===== src/rtl/csp_divider.sv =====
// ----------------------------------------------------------------------------
// csp_divider - pipelined restoring divider, one quotient bit per cell
// Forms floor(num / den) with a row of identical subtract-and-shift cells.
// ----------------------------------------------------------------------------
module csp_divider #(
  parameter int NUM_W = 39,
  parameter int DEN_W = 16,
  parameter int SIDE_W = 16
) (
  input  logic              clk,
  input  logic              rst,
  input  logic              advance,
  input  logic              in_valid,
  input  logic [NUM_W-1:0]  num,
  input  logic [DEN_W-1:0]  den,
  input  logic [SIDE_W-1:0] side_in,
  output logic              out_valid,
  output logic [NUM_W-1:0]  quot,
  output logic [SIDE_W-1:0] side_out
);

  logic [NUM_W:0]    vld;
  logic [DEN_W:0]    rem_s [NUM_W+1];
  logic [NUM_W-1:0]  q_s   [NUM_W+1];
  logic [NUM_W-1:0]  n_s   [NUM_W+1];
  logic [DEN_W-1:0]  d_s   [NUM_W+1];
  logic [SIDE_W-1:0] sd_s  [NUM_W+1];

  assign vld[0]   = in_valid;
  assign rem_s[0] = '0;
  assign q_s[0]   = '0;
  assign n_s[0]   = num;
  assign d_s[0]   = den;
  assign sd_s[0]  = side_in;

  for (genvar k = 0; k < NUM_W; k++) begin : g_cell
    logic [DEN_W+1:0] trial;
    logic [DEN_W+1:0] diff;
    assign trial = {rem_s[k], n_s[k][NUM_W-1]};
    assign diff  = trial - {2'b00, d_s[k]};
    always_ff @(posedge clk) begin
      if (rst) begin
        vld[k+1] <= 1'b0;
      end else if (advance) begin
        vld[k+1] <= vld[k];
      end
    end
    always_ff @(posedge clk) begin
      if (advance) begin
        if (!diff[DEN_W+1]) begin
          rem_s[k+1] <= diff[DEN_W:0];
        end else begin
          rem_s[k+1] <= trial[DEN_W:0];
        end
        q_s[k+1]  <= {q_s[k][NUM_W-2:0], ~diff[DEN_W+1]};
        n_s[k+1]  <= {n_s[k][NUM_W-2:0], 1'b0};
        d_s[k+1]  <= d_s[k];
        sd_s[k+1] <= sd_s[k];
      end
    end
  end

  assign out_valid = vld[NUM_W];
  assign quot      = q_s[NUM_W];
  assign side_out  = sd_s[NUM_W];

endmodule


===== config.mk =====
export PLATFORM = sky130hd
export DESIGN_NAME = csp_divider
export DESIGN_NICKNAME = d
export VERILOG_FILES = /design/src/rtl/csp_divider.sv
export SDC_FILE = /design/constraint.sdc
export NUM_CORES = 2
export LEC_CHECK = 0
export CORE_ASPECT_RATIO = 1.2
export CORE_MARGIN = 1.5
export CORE_UTILIZATION = 40
export CTS_BUF_LIST = sky130_fd_sc_hd__clkbuf_4
export CTS_CLUSTER_SIZE = 8
export DETAILED_ROUTE_END_ITERATION = 8
export DONT_BUFFER_PORTS = 1
export PLACE_DENSITY = 0.56
export SYNTH_ARGS = -nofsm -noshare
export SYNTH_HDL_FRONTEND = slang
export SYNTH_SLANG_ARGS = --single-unit

===== constraint.sdc =====
create_clock -name clk -period 6 [get_ports clk]
set_input_delay 0.6 -clock clk [delete_from_list [all_inputs] [get_ports clk]]
set_output_delay 0.6 -clock clk [all_outputs]
set_load 0.03 [all_outputs]

==> impl_metrics.py <==
metrics = {
    "drt": {
        "drc_errors": 0,
        "wirelength_um": 260300,
        "ant_nets": 0,
        "vias": 77270,
        "wl_per_cell_um": 16.63,
        "viasPerCell": 4.936,
        "drtIter0Drc": 3738,
        "firstDrtPassIters": 5,
    },
    "run": {
        "drv_cap": 0,
    },
    "placement": {
        "place_area_um2": 149200,
        "gp_congestion": 0.8514,
        "dpl.cell_count": 13920,
        "pre_cts_slack_ns": 2.005,
        "post-dp-hpwl_um": 169900,
        "portBuffers": 0,
    },
    "final_layout": {
        "seq_area_um2": 102800,
        "drive_gt1_share_pct": 17.07,
        "nFillCells": 31680,
        "area_growth_syn_to_layout_pct": 12.97,
        "final_area_um2": 162300,
        "final_cells": 15650,
        "multi_input_area_um2": 36410,
        "fin_nets": 11000,
    },
    "sta": {
        "min_period_over_period_pct": 68.78,
        "setup_viol": 0,
        "period_needed_ns": 4.127,
        "slew_viol_final": 0,
        "relSlewSlack_pct": 17.03,
        "fin_ws_ns": 1.873,
        "skew_ns": 0.08751,
        "timing.final.hold_violations": 0,
        "tightest_slew_ns": 1.245,
        "fin_setup_tns_ns": 0,
        "fmax_ghz": 0.2423,
        "rsz0062_at_grt": "no",
    },
    "yosys": {
        "synth_cells": 9330,
        "async_flop_share_pct": 0,
        "yosys_warnings": 0,
        "avgSynthCellArea_um2": 15.40,
        "ys_seq_area_share_pct": 71.58,
        "ys.flop_type": "edfxtp_1",
        "synth-seq-cells": 3438,
        "synth_area_um2": 143700,
        "yosysUniqueCellTypes": 108,
        "synth_edf_count": 3399,
    },
    "floorplanning": {
        "core_um2": 356700,
        "io_pins": 131,
        "dieArea_um2": 362800,
        "die_y_um": 659.6,
        "rows": 240,
        "die-width_um": 550.1,
        "initial_utilization_pct": 40.28,
    },
    "worst_setup_path": {
        "end_kind": "register",
        "crit_fanout": 8,
        "crit_type": "in -> reg",
        "critPathMaxStageDelay_ns": 0.80,
        "crit_chain": "dlygate4sd3_1 > dlygate4sd3_1 > ha_1 > dlygate4sd3_1 > clkinv_1 > ha_1 > nor3b_1 > dlygate4sd3_1 > nand4_1 > dlygate4sd3_1 > a21oi_1 > dlygate4sd3_1",
        "startpoint_type": "input port",
        "arrival_ns": 5.46,
        "crit_top_cell": "dlygate4sd3_1",
        "slowest_stage": "dlygate4sd3_1",
        "crit_required_ns": 7.33,
    },
    "pwr": {
        "p_sw_share_pct": 33.11,
        "power_switching_w": 0.02669,
        "p_int_w": 0.05392,
        "clkPwrFrac_pct": 23.8,
        "powerDensity_nw_per_um2": 496.6,
        "p_seq_share_pct": 42.6,
        "vdd_ir_drop_max_mv": 0.2385,
        "p_comb_share_pct": 33.6,
        "leakagePower_nw": 61.70,
    },
    "clocking": {
        "clock_path_buffers": 4,
        "worstSkewPairLatency_ns": 1.58,
        "numClockSinks": 3438,
        "cts_resized": 0,
        "post_cts.repair.setup_buffers": 0,
        "root_buffer": "clkbuf_4",
        "clkSlewWorstSetupHoldPaths_ns": 0.07,
        "cts_buffers": 862,
        "cts_tree": "yes",
        "htree_num_levels": 6,
        "holdBufCountCts": 218,
    },
    "global_routing": {
        "globalRoute.totalOverflow": 0,
        "grt_first_pass_wirelength_um": 416800,
        "grt_pass1_vias": 80810,
        "grt_max_degree": 192,
        "antenna_found_initial": 12,
        "grt_use_total_pct": 14.18,
    },
    "hold_path": {
        "hold_class": "in -> reg",
    },
    "outcome": {
        "status": "complete, no violations",
    },
}
[cell families after synthesis]
logic type / Yosys count / synth area share (%)
flip-flops: 3438 / 71.58
XOR/XNOR: 438 / 2.704
adder cells (fa/ha/maj): 646 / 5.819
AND/OR/NAND/NOR: 1589 / 5.410
other: 1 / 0.002610
AO/OA/AOI/OAI: 1795 / 8.529
multiplexers: 365 / 2.828
buffers and inverters: 1058 / 3.130
[through the flow]
stage	total power, W	hold WS (ns)	util, %
after global routing	0.08641	0.06343	45.50
after detailed placement	0.06184	0.4045	41.82
after floorplan	0.05541	0.4003	-
final	0.08061	0.3386	45.50
after CTS	0.08201	0.004814	45.49
after global placement	0.06128	0.4002	41.82
[power by group through the flow]
stage               logic, W  registers (W)  clock network [W]
floorplan             0.0218         0.0336                  0
detailed placement    0.0269         0.0349                  0
CTS                   0.0273         0.0344             0.0203
finish                0.0271         0.0344             0.0192
global placement      0.0264         0.0349                  0
global route          0.0302         0.0348             0.0214
[synthesized netlist by cell type, types with 92 or more instances]
cell	number	share of area, %
a21o_1	202	1.1
a21oi_1	464	1.6
clkbuf_1	92	0.24
edfxtp_1	3399	71
ha_1	609	5.3
inv_1	819	2.1
mux2_2	211	1.7
nand2_1	419	1.1
nand3_1	103	0.36
nor2_1	399	1.0
nor2b_1	130	0.57
nor3_1	194	0.68
o21a_1	131	0.68
o21ai_0	309	1.1
xnor2_1	246	1.5
xor2_1	187	1.1
[flip-flops by register name, summed over array words and instances, names as in the netlist]
| register | count |
|---|---|
| q_s | 741 |
| out_valid | 1 |
| quot | 39 |
| g_cell.trial | 684 |
| n_s | 703 |
| d_s | 608 |
| vld | 38 |
| sd_s | 608 |
| side_out | 16 |
[per-layer routing]
metal	track usage [%]	share of wire (%)	vias up
met5	0	0.022	-
met4	6.452	3.6	8
met3	3.104	4.3	677
met2	25.15	51	1581
met1	16.26	41	37300
li1	-	-	37710
[placed cells by master, fill, tap and decap left out, drive strengths merged, types with 85 or more instances in the layout]
cell and instances:
edfxtp 3399, clkbuf 1252, inv 869, ha 609, a21oi 468, o21ai 427, nand2 419, nor2 401
mux2 280, xnor2 250, dlygate4sd3 216, clkinv 216, a21o 203, nor3 199, xor2 188, o21a 131
nor2b 130, nand3 103, mux2i 85
[layout make-up]
type | instances | share of cell area [%]
inverters | 836 | 1.933
repair buffers | 299 | 1.905
diodes | 13 | 0.02004
flip-flops and latches | 3438 | 63.36
multi-input cells | 4841 | 22.43
well taps | 4719 | 3.637
clock inverters | 256 | 0.9242
clock buffers | 1252 | 5.790
[worst paths after layout]
| kind | from | depth (start not counted) | slack (ns) | to |
|---|---|---|---|---|
| min reg2reg | n_s[1357] | 0 | 0.34 | n_s[1319] |
| min | num[23] | 2 | 0.34 | n_s[1506] |
| max | den[0] | 12 | 1.87 | g_cell[1].trial[12] |
| max reg2reg | d_s[465] | 10 | 2.05 | g_cell[11].trial[3] |
[worst max-delay path, delay by kind of cell]
kind	cells	cell delay [ns]
AOI/OAI and AO/OA	1	0.07
adders and majority gates	2	0.47
buffers and inverters	7	3.91
and+or+nand+nor	2	0.39
Power figures use the tool's default switching activity.
